## src/rtl/glyph_dilate_and_shear_macros.svh

```systemverilog
// assertion macros for the glyph dilate and shear block
// expects clk and rst_n in the scope of each use
`ifndef GLYPH_DILATE_AND_SHEAR_MACROS_SVH
`define GLYPH_DILATE_AND_SHEAR_MACROS_SVH

// same-cycle implication
`define GDS_ASSERT_IMP(label, ante, cons, msg) \
    label: assert property (@(posedge clk) disable iff (!rst_n) (ante) |-> (cons)) \
        else $error(msg);

// next-cycle implication
`define GDS_ASSERT_NXT(label, ante, cons, msg) \
    label: assert property (@(posedge clk) disable iff (!rst_n) (ante) |=> (cons)) \
        else $error(msg);

`endif

```

## src/rtl/gds_pkg.sv

```systemverilog
// shared constants, register codes and controller/datapath structs
// used by gds_ctrl, gds_datapath and glyph_dilate_and_shear; no dependencies
package gds_pkg;

    localparam int MAX_WIDTH       = 32;
    localparam int MAX_HEIGHT      = 64;
    localparam int MAX_SPREAD      = 8;
    localparam int SLANT_FRAC_BITS = 8;
    localparam int SLANT_LIMIT     = 64;

    localparam int PIX_W      = 8;
    localparam int WCFG_W     = 6;
    localparam int HCFG_W     = 7;
    localparam int BASE_W     = 8;
    localparam int SPREAD_W   = 4;
    localparam int SLANT_W    = 8;
    localparam int CFG_DATA_W = 8;
    localparam int CFG_IDX_W  = 3;

    localparam int COL_W    = $clog2(MAX_WIDTH);
    localparam int ROW_W    = $clog2(MAX_HEIGHT);
    localparam int OUTCOL_W = 6;
    localparam int SHIFT_W  = 7;
    localparam int WIDEN_W  = 5;
    localparam int DIFF_W   = BASE_W + 1;
    localparam int PROD_W   = SLANT_W + DIFF_W;
    localparam int ABS_W    = SLANT_W - 1;
    localparam int AH_W     = ABS_W + HCFG_W;
    localparam int TGT_W    = 8;

    localparam logic [CFG_IDX_W-1:0] REG_GLYPH_WIDTH     = 3'd0;
    localparam logic [CFG_IDX_W-1:0] REG_GLYPH_HEIGHT    = 3'd1;
    localparam logic [CFG_IDX_W-1:0] REG_BASELINE_OFFSET = 3'd2;
    localparam logic [CFG_IDX_W-1:0] REG_DILATE_SPREAD   = 3'd3;
    localparam logic [CFG_IDX_W-1:0] REG_SLANT_Q8        = 3'd4;

    typedef struct packed {
        logic take;
        logic setup;
        logic plan;
        logic step;
        logic finish;
    } cmd_t;

    typedef struct packed {
        logic emit_any;
        logic last_emit;
    } status_t;

endpackage

```

## src/rtl/gds_ctrl.sv

```systemverilog
// sequencing state machine: accept, row setup, emission plan, result emission
// depends on gds_pkg and glyph_dilate_and_shear_macros.svh
`include "glyph_dilate_and_shear_macros.svh"

module gds_ctrl
    import gds_pkg::*;
(
    input  logic    clk,
    input  logic    rst_n,
    input  logic    in_valid,
    output logic    in_stall,
    output logic    out_valid,
    input  logic    out_stall,
    input  status_t status,
    output cmd_t    cmd
);

    typedef enum logic [1:0] {
        S_IDLE,
        S_SETUP,
        S_PLAN,
        S_EMIT
    } state_t;

    state_t state_reg;
    logic   in_stall_reg;
    logic   out_valid_reg;

    assign in_stall  = in_stall_reg;
    assign out_valid = out_valid_reg;

    always_comb
    begin
        cmd.take   = (state_reg == S_IDLE) && in_valid;
        cmd.setup  = (state_reg == S_SETUP);
        cmd.plan   = (state_reg == S_PLAN);
        cmd.step   = out_valid_reg && !out_stall;
        cmd.finish = ((state_reg == S_PLAN) && !status.emit_any)
                   || (out_valid_reg && !out_stall && status.last_emit);
    end

    always_ff @(posedge clk or negedge rst_n)
    begin
        if (!rst_n)
        begin
            state_reg     <= S_IDLE;
            in_stall_reg  <= 1'b0;
            out_valid_reg <= 1'b0;
        end
        else
        begin
            unique case (state_reg)
                S_IDLE:
                begin
                    if (in_valid)
                    begin
                        state_reg    <= S_SETUP;
                        in_stall_reg <= 1'b1;
                    end
                end
                S_SETUP:
                begin
                    state_reg <= S_PLAN;
                end
                S_PLAN:
                begin
                    if (status.emit_any)
                    begin
                        state_reg     <= S_EMIT;
                        out_valid_reg <= 1'b1;
                    end
                    else
                    begin
                        state_reg    <= S_IDLE;
                        in_stall_reg <= 1'b0;
                    end
                end
                S_EMIT:
                begin
                    if (!out_stall && status.last_emit)
                    begin
                        state_reg     <= S_IDLE;
                        out_valid_reg <= 1'b0;
                        in_stall_reg  <= 1'b0;
                    end
                end
                default:
                begin
                    state_reg <= S_IDLE;
                end
            endcase
        end
    end

    `GDS_ASSERT_IMP(a_no_request_while_result, out_valid_reg, in_stall_reg, "request taken with result pending")
    `GDS_ASSERT_NXT(a_take_busy, cmd.take, in_stall_reg && !out_valid_reg, "accept did not start work")
    `GDS_ASSERT_NXT(a_last_frees, cmd.step && status.last_emit, !out_valid_reg && !in_stall_reg, "last result did not free block")

endmodule

```

## src/rtl/gds_datapath.sv

```systemverilog
// configuration registers, dilation window, shear arithmetic and output columns
// depends on gds_pkg; driven by gds_ctrl commands
module gds_datapath
    import gds_pkg::*;
(
    input  logic                  clk,
    input  logic                  rst_n,
    input  logic                  cfg_write_en,
    input  logic [CFG_IDX_W-1:0]  cfg_index,
    input  logic [CFG_DATA_W-1:0] cfg_data,
    input  logic [PIX_W-1:0]      pixel_in,
    input  cmd_t                  cmd,
    output status_t               status,
    output logic [PIX_W-1:0]      pixel_out,
    output logic                  last_of_run,
    output logic                  row_done,
    output logic                  glyph_done
);

    localparam logic signed [SLANT_W-1:0] SLANT_MAX = SLANT_W'(SLANT_LIMIT);
    localparam logic signed [SLANT_W-1:0] SLANT_MIN = SLANT_W'(-SLANT_LIMIT);

    logic        [WCFG_W-1:0]   width_reg;
    logic        [HCFG_W-1:0]   height_reg;
    logic signed [BASE_W-1:0]   base_reg;
    logic        [SPREAD_W-1:0] spread_reg;
    logic signed [SLANT_W-1:0]  slant_reg;

    logic [ROW_W-1:0]    row_reg;
    logic [COL_W-1:0]    col_reg;
    logic [PIX_W-1:0]    win_reg [MAX_SPREAD];
    logic [OUTCOL_W-1:0] next_reg;
    logic [SHIFT_W-1:0]  shift_reg;
    logic [WIDEN_W-1:0]  widen_reg;
    logic                start_reg;
    logic                hit_reg;

    logic [PIX_W-1:0]    v_reg;
    logic [PROD_W-1:0]   p_reg;
    logic [AH_W-1:0]     ah_reg;
    logic [OUTCOL_W-1:0] tgt_reg;
    logic [OUTCOL_W-1:0] end_reg;

    logic        [WCFG_W-1:0]   w_eff;
    logic        [HCFG_W-1:0]   h_eff;
    logic        [SPREAD_W-1:0] spread_eff;
    logic signed [SLANT_W-1:0]  slant_eff;

    logic                     row_start;
    logic [PIX_W-1:0]         win_eff [MAX_SPREAD];
    logic [PIX_W-1:0]         win_next [MAX_SPREAD];
    logic [PIX_W-1:0]         dil;
    logic signed [DIFF_W-1:0] diff;
    logic signed [PROD_W-1:0] slant_x;
    logic signed [PROD_W-1:0] diff_x;
    logic [ABS_W-1:0]         slant_abs;

    logic                p_neg;
    logic [PROD_W-1:0]   p_mag;
    logic [PROD_W:0]     rnd_sum;
    logic [SHIFT_W-1:0]  r_mag;
    logic [SHIFT_W-1:0]  shift_val;
    logic [AH_W:0]       wsum;
    logic [WIDEN_W-1:0]  wq;
    logic [WIDEN_W-1:0]  widen_val;

    logic [OUTCOL_W-1:0] total;
    logic [TGT_W-1:0]    target;
    logic                hit;
    logic                last_col;
    logic                last_row;
    logic [OUTCOL_W-1:0] end_val;

    always_comb
    begin
        if (width_reg == '0)
            w_eff = WCFG_W'(1);
        else if (width_reg > WCFG_W'(MAX_WIDTH))
            w_eff = WCFG_W'(MAX_WIDTH);
        else
            w_eff = width_reg;

        if (height_reg == '0)
            h_eff = HCFG_W'(1);
        else if (height_reg > HCFG_W'(MAX_HEIGHT))
            h_eff = HCFG_W'(MAX_HEIGHT);
        else
            h_eff = height_reg;

        if (spread_reg > SPREAD_W'(MAX_SPREAD))
            spread_eff = SPREAD_W'(MAX_SPREAD);
        else
            spread_eff = spread_reg;

        if (slant_reg > SLANT_MAX)
            slant_eff = SLANT_MAX;
        else if (slant_reg < SLANT_MIN)
            slant_eff = SLANT_MIN;
        else
            slant_eff = slant_reg;
    end

    // dilation window, history cleared at row start
    always_comb
    begin
        row_start = (col_reg == '0);
        for (int i = 0; i < MAX_SPREAD; i++)
            win_eff[i] = row_start ? '0 : win_reg[i];
        dil = pixel_in;
        for (int i = 0; i < MAX_SPREAD; i++)
            if ((SPREAD_W'(i) < spread_eff) && (win_eff[i] > dil))
                dil = win_eff[i];
        win_next[0] = pixel_in;
        for (int i = 1; i < MAX_SPREAD; i++)
            win_next[i] = win_eff[i-1];
    end

    always_comb
    begin
        diff      = $signed({base_reg[BASE_W-1], base_reg})
                  - $signed({{(DIFF_W-ROW_W){1'b0}}, row_reg});
        slant_x   = PROD_W'(slant_eff);
        diff_x    = PROD_W'(diff);
        slant_abs = slant_eff[SLANT_W-1] ? ABS_W'(-slant_eff) : slant_eff[ABS_W-1:0];
    end

    // rounding half away from zero and widening ceiling
    always_comb
    begin
        p_neg     = p_reg[PROD_W-1];
        p_mag     = p_neg ? (~p_reg + PROD_W'(1)) : p_reg;
        rnd_sum   = {1'b0, p_mag} + (PROD_W+1)'(1 << (SLANT_FRAC_BITS - 1));
        r_mag     = rnd_sum[SLANT_FRAC_BITS +: SHIFT_W];
        shift_val = p_neg ? (~r_mag + SHIFT_W'(1)) : r_mag;
        wsum      = {1'b0, ah_reg} + (AH_W+1)'((1 << SLANT_FRAC_BITS) - 1);
        wq        = wsum[SLANT_FRAC_BITS +: WIDEN_W];
        if (slant_eff == '0)
            widen_val = '0;
        else if (wq == '0)
            widen_val = WIDEN_W'(1);
        else
            widen_val = wq;
    end

    always_comb
    begin
        total    = OUTCOL_W'(w_eff) + OUTCOL_W'(widen_reg);
        target   = TGT_W'({{(TGT_W-COL_W){1'b0}}, col_reg})
                 + TGT_W'({{(TGT_W-SHIFT_W){shift_reg[SHIFT_W-1]}}, shift_reg});
        hit      = !target[TGT_W-1]
                 && (target[TGT_W-2:0] < {1'b0, total})
                 && (target[TGT_W-2:0] >= {1'b0, next_reg});
        last_col = ({1'b0, col_reg} + WCFG_W'(1)) >= w_eff;
        last_row = ({1'b0, row_reg} + HCFG_W'(1)) >= h_eff;
        if (last_col)
            end_val = total;
        else if (hit)
            end_val = target[OUTCOL_W-1:0] + OUTCOL_W'(1);
        else
            end_val = next_reg;
        status.emit_any  = end_val > next_reg;
        status.last_emit = (next_reg + OUTCOL_W'(1)) == end_reg;
    end

    always_comb
    begin
        pixel_out   = (hit_reg && (next_reg == tgt_reg)) ? v_reg : '0;
        row_done    = (next_reg + OUTCOL_W'(1)) == total;
        glyph_done  = row_done && last_row;
        last_of_run = status.last_emit;
    end

    always_ff @(posedge clk or negedge rst_n)
    begin
        if (!rst_n)
        begin
            width_reg  <= WCFG_W'(1);
            height_reg <= HCFG_W'(1);
            base_reg   <= '0;
            spread_reg <= '0;
            slant_reg  <= '0;
        end
        else if (cfg_write_en)
        begin
            unique case (cfg_index)
                REG_GLYPH_WIDTH:     width_reg  <= cfg_data[WCFG_W-1:0];
                REG_GLYPH_HEIGHT:    height_reg <= cfg_data[HCFG_W-1:0];
                REG_BASELINE_OFFSET: base_reg   <= cfg_data[BASE_W-1:0];
                REG_DILATE_SPREAD:   spread_reg <= cfg_data[SPREAD_W-1:0];
                REG_SLANT_Q8:        slant_reg  <= cfg_data[SLANT_W-1:0];
                default:             ;
            endcase
        end
    end

    always_ff @(posedge clk or negedge rst_n)
    begin
        if (!rst_n)
        begin
            row_reg   <= '0;
            col_reg   <= '0;
            next_reg  <= '0;
            shift_reg <= '0;
            widen_reg <= '0;
            start_reg <= 1'b0;
            hit_reg   <= 1'b0;
            for (int i = 0; i < MAX_SPREAD; i++)
                win_reg[i] <= '0;
        end
        else
        begin
            if (cmd.take)
            begin
                start_reg <= row_start;
                for (int i = 0; i < MAX_SPREAD; i++)
                    win_reg[i] <= win_next[i];
            end
            if (cmd.setup && start_reg)
            begin
                shift_reg <= shift_val;
                widen_reg <= widen_val;
                next_reg  <= '0;
            end
            if (cmd.plan)
                hit_reg <= hit;
            if (cmd.step)
                next_reg <= next_reg + OUTCOL_W'(1);
            if (cmd.finish)
            begin
                if (last_col)
                begin
                    col_reg <= '0;
                    row_reg <= last_row ? '0 : row_reg + ROW_W'(1);
                end
                else
                begin
                    col_reg <= col_reg + COL_W'(1);
                end
            end
        end
    end

    always_ff @(posedge clk)
    begin
        if (cmd.take)
        begin
            v_reg  <= dil;
            p_reg  <= PROD_W'(slant_x * diff_x);
            ah_reg <= AH_W'(slant_abs) * AH_W'(h_eff);
        end
        if (cmd.plan)
        begin
            tgt_reg <= target[OUTCOL_W-1:0];
            end_reg <= end_val;
        end
    end

endmodule

```

## src/rtl/glyph_dilate_and_shear.sv

```systemverilog
// top level of the glyph dilate and shear block
// depends on gds_pkg, gds_ctrl and gds_datapath
//
// Coverage pixels enter in raster order, one request at a time. Each accepted
// pixel is taken in the idle state, then passes through row setup (shear shift
// and widening, from the product registered at accept) and planning of its
// output columns, then emits its results one per cycle while out_stall is low.
// A pixel yields from 0 to glyph_width + widening results, and the block takes
// no new pixel until its last result is out. Configuration is written through
// cfg_write_en, cfg_index and cfg_data; the user must write it only while no
// pixel is in flight, as the block itself does not enforce this.
module glyph_dilate_and_shear
    import gds_pkg::*;
(
    input  logic                  clk,
    input  logic                  rst_n,
    input  logic                  cfg_write_en,
    input  logic [CFG_IDX_W-1:0]  cfg_index,
    input  logic [CFG_DATA_W-1:0] cfg_data,
    input  logic                  in_valid,
    output logic                  in_stall,
    input  logic [PIX_W-1:0]      pixel_in,
    output logic                  out_valid,
    input  logic                  out_stall,
    output logic [PIX_W-1:0]      pixel_out,
    output logic                  last_of_run,
    output logic                  row_done,
    output logic                  glyph_done
);

    cmd_t    cmd;
    status_t status;

    gds_ctrl u_ctrl (
        .clk       (clk),
        .rst_n     (rst_n),
        .in_valid  (in_valid),
        .in_stall  (in_stall),
        .out_valid (out_valid),
        .out_stall (out_stall),
        .status    (status),
        .cmd       (cmd)
    );

    gds_datapath u_datapath (
        .clk          (clk),
        .rst_n        (rst_n),
        .cfg_write_en (cfg_write_en),
        .cfg_index    (cfg_index),
        .cfg_data     (cfg_data),
        .pixel_in     (pixel_in),
        .cmd          (cmd),
        .status       (status),
        .pixel_out    (pixel_out),
        .last_of_run  (last_of_run),
        .row_done     (row_done),
        .glyph_done   (glyph_done)
    );

endmodule
```

## config.mk

```make
export PLATFORM = sky130hd
export DESIGN_NAME = glyph_dilate_and_shear
export DESIGN_NICKNAME = d
export VERILOG_FILES = /design/src/rtl/gds_pkg.sv /design/src/rtl/gds_ctrl.sv /design/src/rtl/gds_datapath.sv /design/src/rtl/glyph_dilate_and_shear.sv
export VERILOG_INCLUDE_DIRS = /design/src /design/src/rtl
export SDC_FILE = /design/constraint.sdc
export NUM_CORES = 1
export LEC_CHECK = 0
export ABC_AREA = 1
export BUFFER_PORTS_ARGS = -buffer_cell sky130_fd_sc_hd__buf_4
export CAP_MARGIN = 20
export CELL_PAD_IN_SITES_DETAIL_PLACEMENT = 1
export CELL_PAD_IN_SITES_GLOBAL_PLACEMENT = 2
export CORE_MARGIN = 4
export CORE_UTILIZATION = 39
export DETAILED_ROUTE_END_ITERATION = 10
export GPL_ROUTABILITY_DRIVEN = 1
export PLACE_DENSITY_LB_ADDON = 0.1
export SLEW_MARGIN = 10
export SYNTH_ARGS = -nofsm -noshare
export SYNTH_HDL_FRONTEND = slang
export SYNTH_SLANG_ARGS = --single-unit
```

## constraint.sdc

```tcl
create_clock -name clk -period 15.49 [get_ports clk]
set_input_delay 1.549 -clock clk [delete_from_list [all_inputs] [get_ports clk]]
set_output_delay 1.549 -clock clk [all_outputs]
set_load 0.02 [all_outputs]
```

* Yosys cells after proc, flatten, opt, wreduce, memory -nomap -nowiden
Index checks and enable logic that the tools add are counted.
W data, S select, Z words.
** Word-level totals
- Register bits :: 182
- Input bits :: 24
- Logic and storage cells :: 172
** Cells by class
- $add $sub $neg :: 14
- Multiply operators :: 2
- $lt $le $gt $ge :: 26
- Eq/ne operators :: 14
- Multiplexer cells :: 45
- Bitwise operators :: 2
- Reduce and logical (&&, ||, !) cells :: 41
** Operators with widths (number)
- $mux W8 :: 19
- $gt A8 B8 Y1 :: 8
- $mux W6 :: 7
- $mux W7 :: 4
- $add A6 B1 Y6 const B :: 3
- $eq A6 B6 Y1 :: 3
- $logic_and A1 B1 Y1 :: 18
- $mul A8 B9 Y17 :: 1
- $lt A3 B4 Y1 const A :: 4
- $add A15 B1 Y15 const B :: 1
- $add A15 B8 Y15 const B :: 1
- $mux W15 :: 1
- $mux W5 :: 3
- $not A15 Y15 :: 1
- $reduce_and A2 Y1 :: 7
- $add A13 B8 Y13 const B :: 1
- $mul A7 B7 Y13 :: 1
- $logic_not A5 Y1 :: 2
- $sub A8 B7 Y9 :: 1
- $add A6 B7 Y8 :: 1
- $gt A8 B8 Y1 const B :: 1
- $logic_not A8 Y1 :: 1
- $lt A1 B4 Y1 const A :: 2
- $lt A2 B4 Y1 const A :: 2
- 39 further kinds :: 51

* Depth between registers and ports, before layout
- Word-level depth :: 26
- Depth in mapped cells :: 98

* Modules after synthesis
A second synthesis with hierarchy kept.
** Second synthesis, totals
- Cells, all modules :: 2025
- Area, all modules :: 15945.3 um2
** Modules (own cells, without submodules)
- gds_datapath :: times used 1, cells an instance 1992, area an instance 15718.8 um2
- gds_ctrl :: times used 1, cells an instance 33, area an instance 226.5 um2

* Least setup slack after synthesis
OpenSTA, ideal clock, no wires.
- Path type :: input port to flip-flop
- From :: input pixel_in[5]
- To :: register u_datapath.v_reg[0] (data pin)
- Arrival time :: 11.459 ns
- Data required time :: 15.236 ns
- Setup slack :: 3.777 ns
- Stages on the path :: 71
- Path buffers :: 6
- Cell sequence :: inv_1 > ha_1 > a21oi_1 > nor2_1 > a211oi_1 > nand2_2 > nand2_4 > clkbuf_1 > nand2_1 > o21ai_0 > ha_1 > a21oi_1 > nor2_1 > a211oi_1 > nand2_2 > nand2_2 > clkbuf_1 > nand2_1 > [... 35 more ...] > nand2_1 > o21ai_0 > ha_1 > a21oi_1 > nor2_1 > a211oi_1 > nand2_4 > nand2_8 > nand2_2 > and2_1 > ha_1 > nand4_1 > o31ai_1 > inv_1 > nand2_1 > inv_1 > nand3_1 > nand2_1
** Between the ends
- Longest elaborated chain between the ends :: 24
** Ends and longest elaborated chain
- from (decl) :: RTL line glyph_dilate_and_shear.sv:22 : input logic [PIX_W-1:0] pixel_in,
- $gt A8 B8 Y1 :: RTL line gds_datapath.sv:111 : if ((SPREAD_W'(i) < spread_eff) && (win_eff[i] > dil))
- $logic_and A1 B1 Y1 :: RTL line gds_datapath.sv:111
- $mux W8 (*) :: RTL line gds_datapath.sv:111
- $gt A8 B8 Y1 :: RTL line gds_datapath.sv:111
- $logic_and A1 B1 Y1 :: RTL line gds_datapath.sv:111
- $mux W8 (*) :: RTL line gds_datapath.sv:111
- $gt A8 B8 Y1 :: RTL line gds_datapath.sv:111
- $logic_and A1 B1 Y1 :: RTL line gds_datapath.sv:111
- [... 9 more ...]
- $mux W8 (*) :: RTL line gds_datapath.sv:111
- $gt A8 B8 Y1 :: RTL line gds_datapath.sv:111
- $logic_and A1 B1 Y1 :: RTL line gds_datapath.sv:111
- $mux W8 (*) :: RTL line gds_datapath.sv:111
- $gt A8 B8 Y1 :: RTL line gds_datapath.sv:111
- $logic_and A1 B1 Y1 :: RTL line gds_datapath.sv:111
- $mux W8 (*) :: RTL line gds_datapath.sv:111
- named net u_datapath.dil[0] :: RTL line gds_datapath.sv:52 : logic [PIX_W-1:0] dil;
- to (signal assigned) :: RTL line gds_datapath.sv:247 : v_reg <= dil;
- to (decl) :: RTL line gds_datapath.sv:38 : logic [PIX_W-1:0] v_reg;
Mark *: on every way through the listed nets, which the timed path passes. The rest lies on a longest branch.
A chain may end at the register's enable or synchronous reset.

==> results.sh <==
export IMPL_drive_above_1_share=0.0615
export IMPL_synth_top_area_frac=0.203
export IMPL_grt_pass1_wl_um=70500
export IMPL_hold_class="flip-flop to flip-flop"
export IMPL_cts_resized_gates=0
export IMPL_path_clk_slew_ps=80
export IMPL_synth_cell_types=52
export IMPL_routed_wl_um=41400
export IMPL_die_h_um=211
export IMPL_setup_viol_count_final=0
export IMPL_largest_reg_flops=64
export IMPL_antenna_found_initial=0
export IMPL_async_reset_ff_frac=0.729
export IMPL_cts_sinks=181
export IMPL_synth_nets=2329
export IMPL_layout_nets=2351
export IMPL_synth_area_top_cells="dfrtp_1 (20%), ha_1 (13%), fa_1 (11%)"
export IMPL_synthCells=2046
export IMPL_num_rows=73
export IMPL_synth_edf_count=49
export IMPL_start_util=0.398
export IMPL_grt_max_degree=70
export IMPL_vias=13000
export IMPL_avgViaCountPerCell=5.00
export IMPL_dr_pass1_iters=4
export IMPL_track_usage=0.194
export IMPL_syn_area_um2=16000
export IMPL_rsz0062_at_grt="false"
export IMPL_synthMostInstantiatedCell="nand2_1"
export IMPL_crit_path_top_delay_cell="dfrtp_1"
export IMPL_crit_fanout=30
export IMPL_status="complete, no violations"
export IMPL_synth_seq_cells=181
export IMPL_io_buffers=36
export IMPL_start_kind="flip-flop"
export IMPL_timing_final_crit_share=0.803
export IMPL_max_freq_mhz=80.4
export IMPL_cts_tree="built"
export IMPL_grt_pass1_vias=14000
export IMPL_die_w_um=211
export IMPL_yosysTopAreaCell="dfrtp_1"
export IMPL_postCtsSetupRepairBufs=0
export IMPL_synthFlopType="dfrtp_1"
export IMPL_tns_ps=0
export IMPL_crit_type="flip-flop to flip-flop"
export IMPL_slew_violations=0
export IMPL_final_core_util=0.433
export IMPL_synth_warnings=0
export IMPL_cpPeakStageDelay_ps=480
export IMPL_syn_avg_cell_area_um2=7.82
export IMPL_cts_path_max_buffers=2
export IMPL_clock_latency_ps=470
export IMPL_place_hpwl_um=33900
export IMPL_drt_first_iter_violations=573
export IMPL_place_gp_congestion=0.825
export IMPL_dieArea_um2=44400
export IMPL_cts_buffers_inserted=17
export IMPL_endpoint_kind="flip-flop"
export IMPL_crit_required_ps=15710
export IMPL_cts_root_buffer="clkbuf_16"
export IMPL_arrival_ps=12660
export IMPL_area_delta_synth_final_pct=8.78
export IMPL_pin_count=37
export IMPL_hold_viol=0
export IMPL_worst_pin_slew_ps=1020
export IMPL_cts_hold_buffers_added=0
export IMPL_synthTopCellsByCount="nand2_1 (464), inv_1 (353), o21ai_0 (187)"
export IMPL_overflow=0
export IMPL_wl_per_cell_um=15.9
export IMPL_period_needed_ps=12440
export IMPL_core_um2=40200
export IMPL_drv_cap=0
export IMPL_drtAntennaViolNets=0
export IMPL_cts_htree_levels=4
export IMPL_fin_skew_ps=20.7
export IMPL_drc=0
export IMPL_ys_seq_area_frac=0.298
export IMPL_slew_headroom=0.318
path summary, 6_finish.rpt:
check                                       start                     end  slack, ps  cells after the start
max                         u_datapath.col_reg[0]     u_datapath.v_reg[0]       3050                     73
min                        u_datapath.win_reg[51]  u_datapath.win_reg[51]        490                      2
max reg2reg                 u_datapath.col_reg[0]     u_datapath.v_reg[0]       3050                     73
min reg2reg                u_datapath.win_reg[51]  u_datapath.win_reg[51]        490                      2
max in group asynchronous                   rst_n   u_datapath.win_reg[9]      12990                      2
min in group asynchronous                   rst_n  u_datapath.next_reg[5]       1060                      1
routing by layer:
| layer | GRT usage | part of all wire |
|---|---|---|
| met1 | 0.267 | 0.49 |
| met2 | 0.328 | 0.48 |
| met3 | 0.0265 | 0.021 |
| met4 | 0.0436 | 0.014 |
| met5 | 0 | 0 |
critical path: cells and delay by family (launching register included):
family / cells / cell delay [ps]
and+or+nand+nor: 35 / 3580
adders and majority gates: 9 / 2670
buffers and inverters: 11 / 1190
DFF: 1 / 480
AOI/OAI and AO/OA: 18 / 4190
cells by family (layout without fill, tap and decap cells):
kind of cell / count (synthesis) / in the layout / synth area share
muxes: 2 / 2 / 0.00125
and+or+nand+nor: 811 / 811 / 0.213
xor gates and xnor gates: 80 / 80 / 0.0438
DFF: 181 / 181 / 0.298
AOI/OAI and AO/OA: 307 / 307 / 0.105
adders and majority gates: 259 / 259 / 0.243
buffers and inverters: 406 / 441 / 0.0953
other: 0 / 1 / 0
layout by cell type, fill, tap and decap left out, types with 22 or more instances in the layout:
master      n
dfrtp_1   130
nand2_1   463
fa_1       87
nand2_2    22
nor2_1    178
nand3_1    81
o21ai_0   187
ha_1      172
xor2_1     54
a21oi_1    59
edfxtp_1   49
xnor2_1    26
buf_4      40
inv_1     353
through the flow:
stage	hold slack (ps)	worst slack, ps	cell area, µm²	instances
after detailed placement	474	2900	16800	2574
final	486	3050	17400	2607
after global placement	464	3620	16800	2574
after floorplan	449	3780	16000	2046
after global routing	505	1650	17400	2606
after CTS	493	3000	17400	2606
layout make-up:
class	instances	area, µm²
diodes	1	2.50
clock buffers	17	425
clock inverters	15	146
fillers	4988	22800
inverters	368	1380
multi-input cells	1459	9710
flip-flops and latches	181	4780
well taps	525	657
repair buffers	41	312
Power is not shown: default switching activity piles up to over one toggle a cycle in this logic, so the estimate is an artifact.
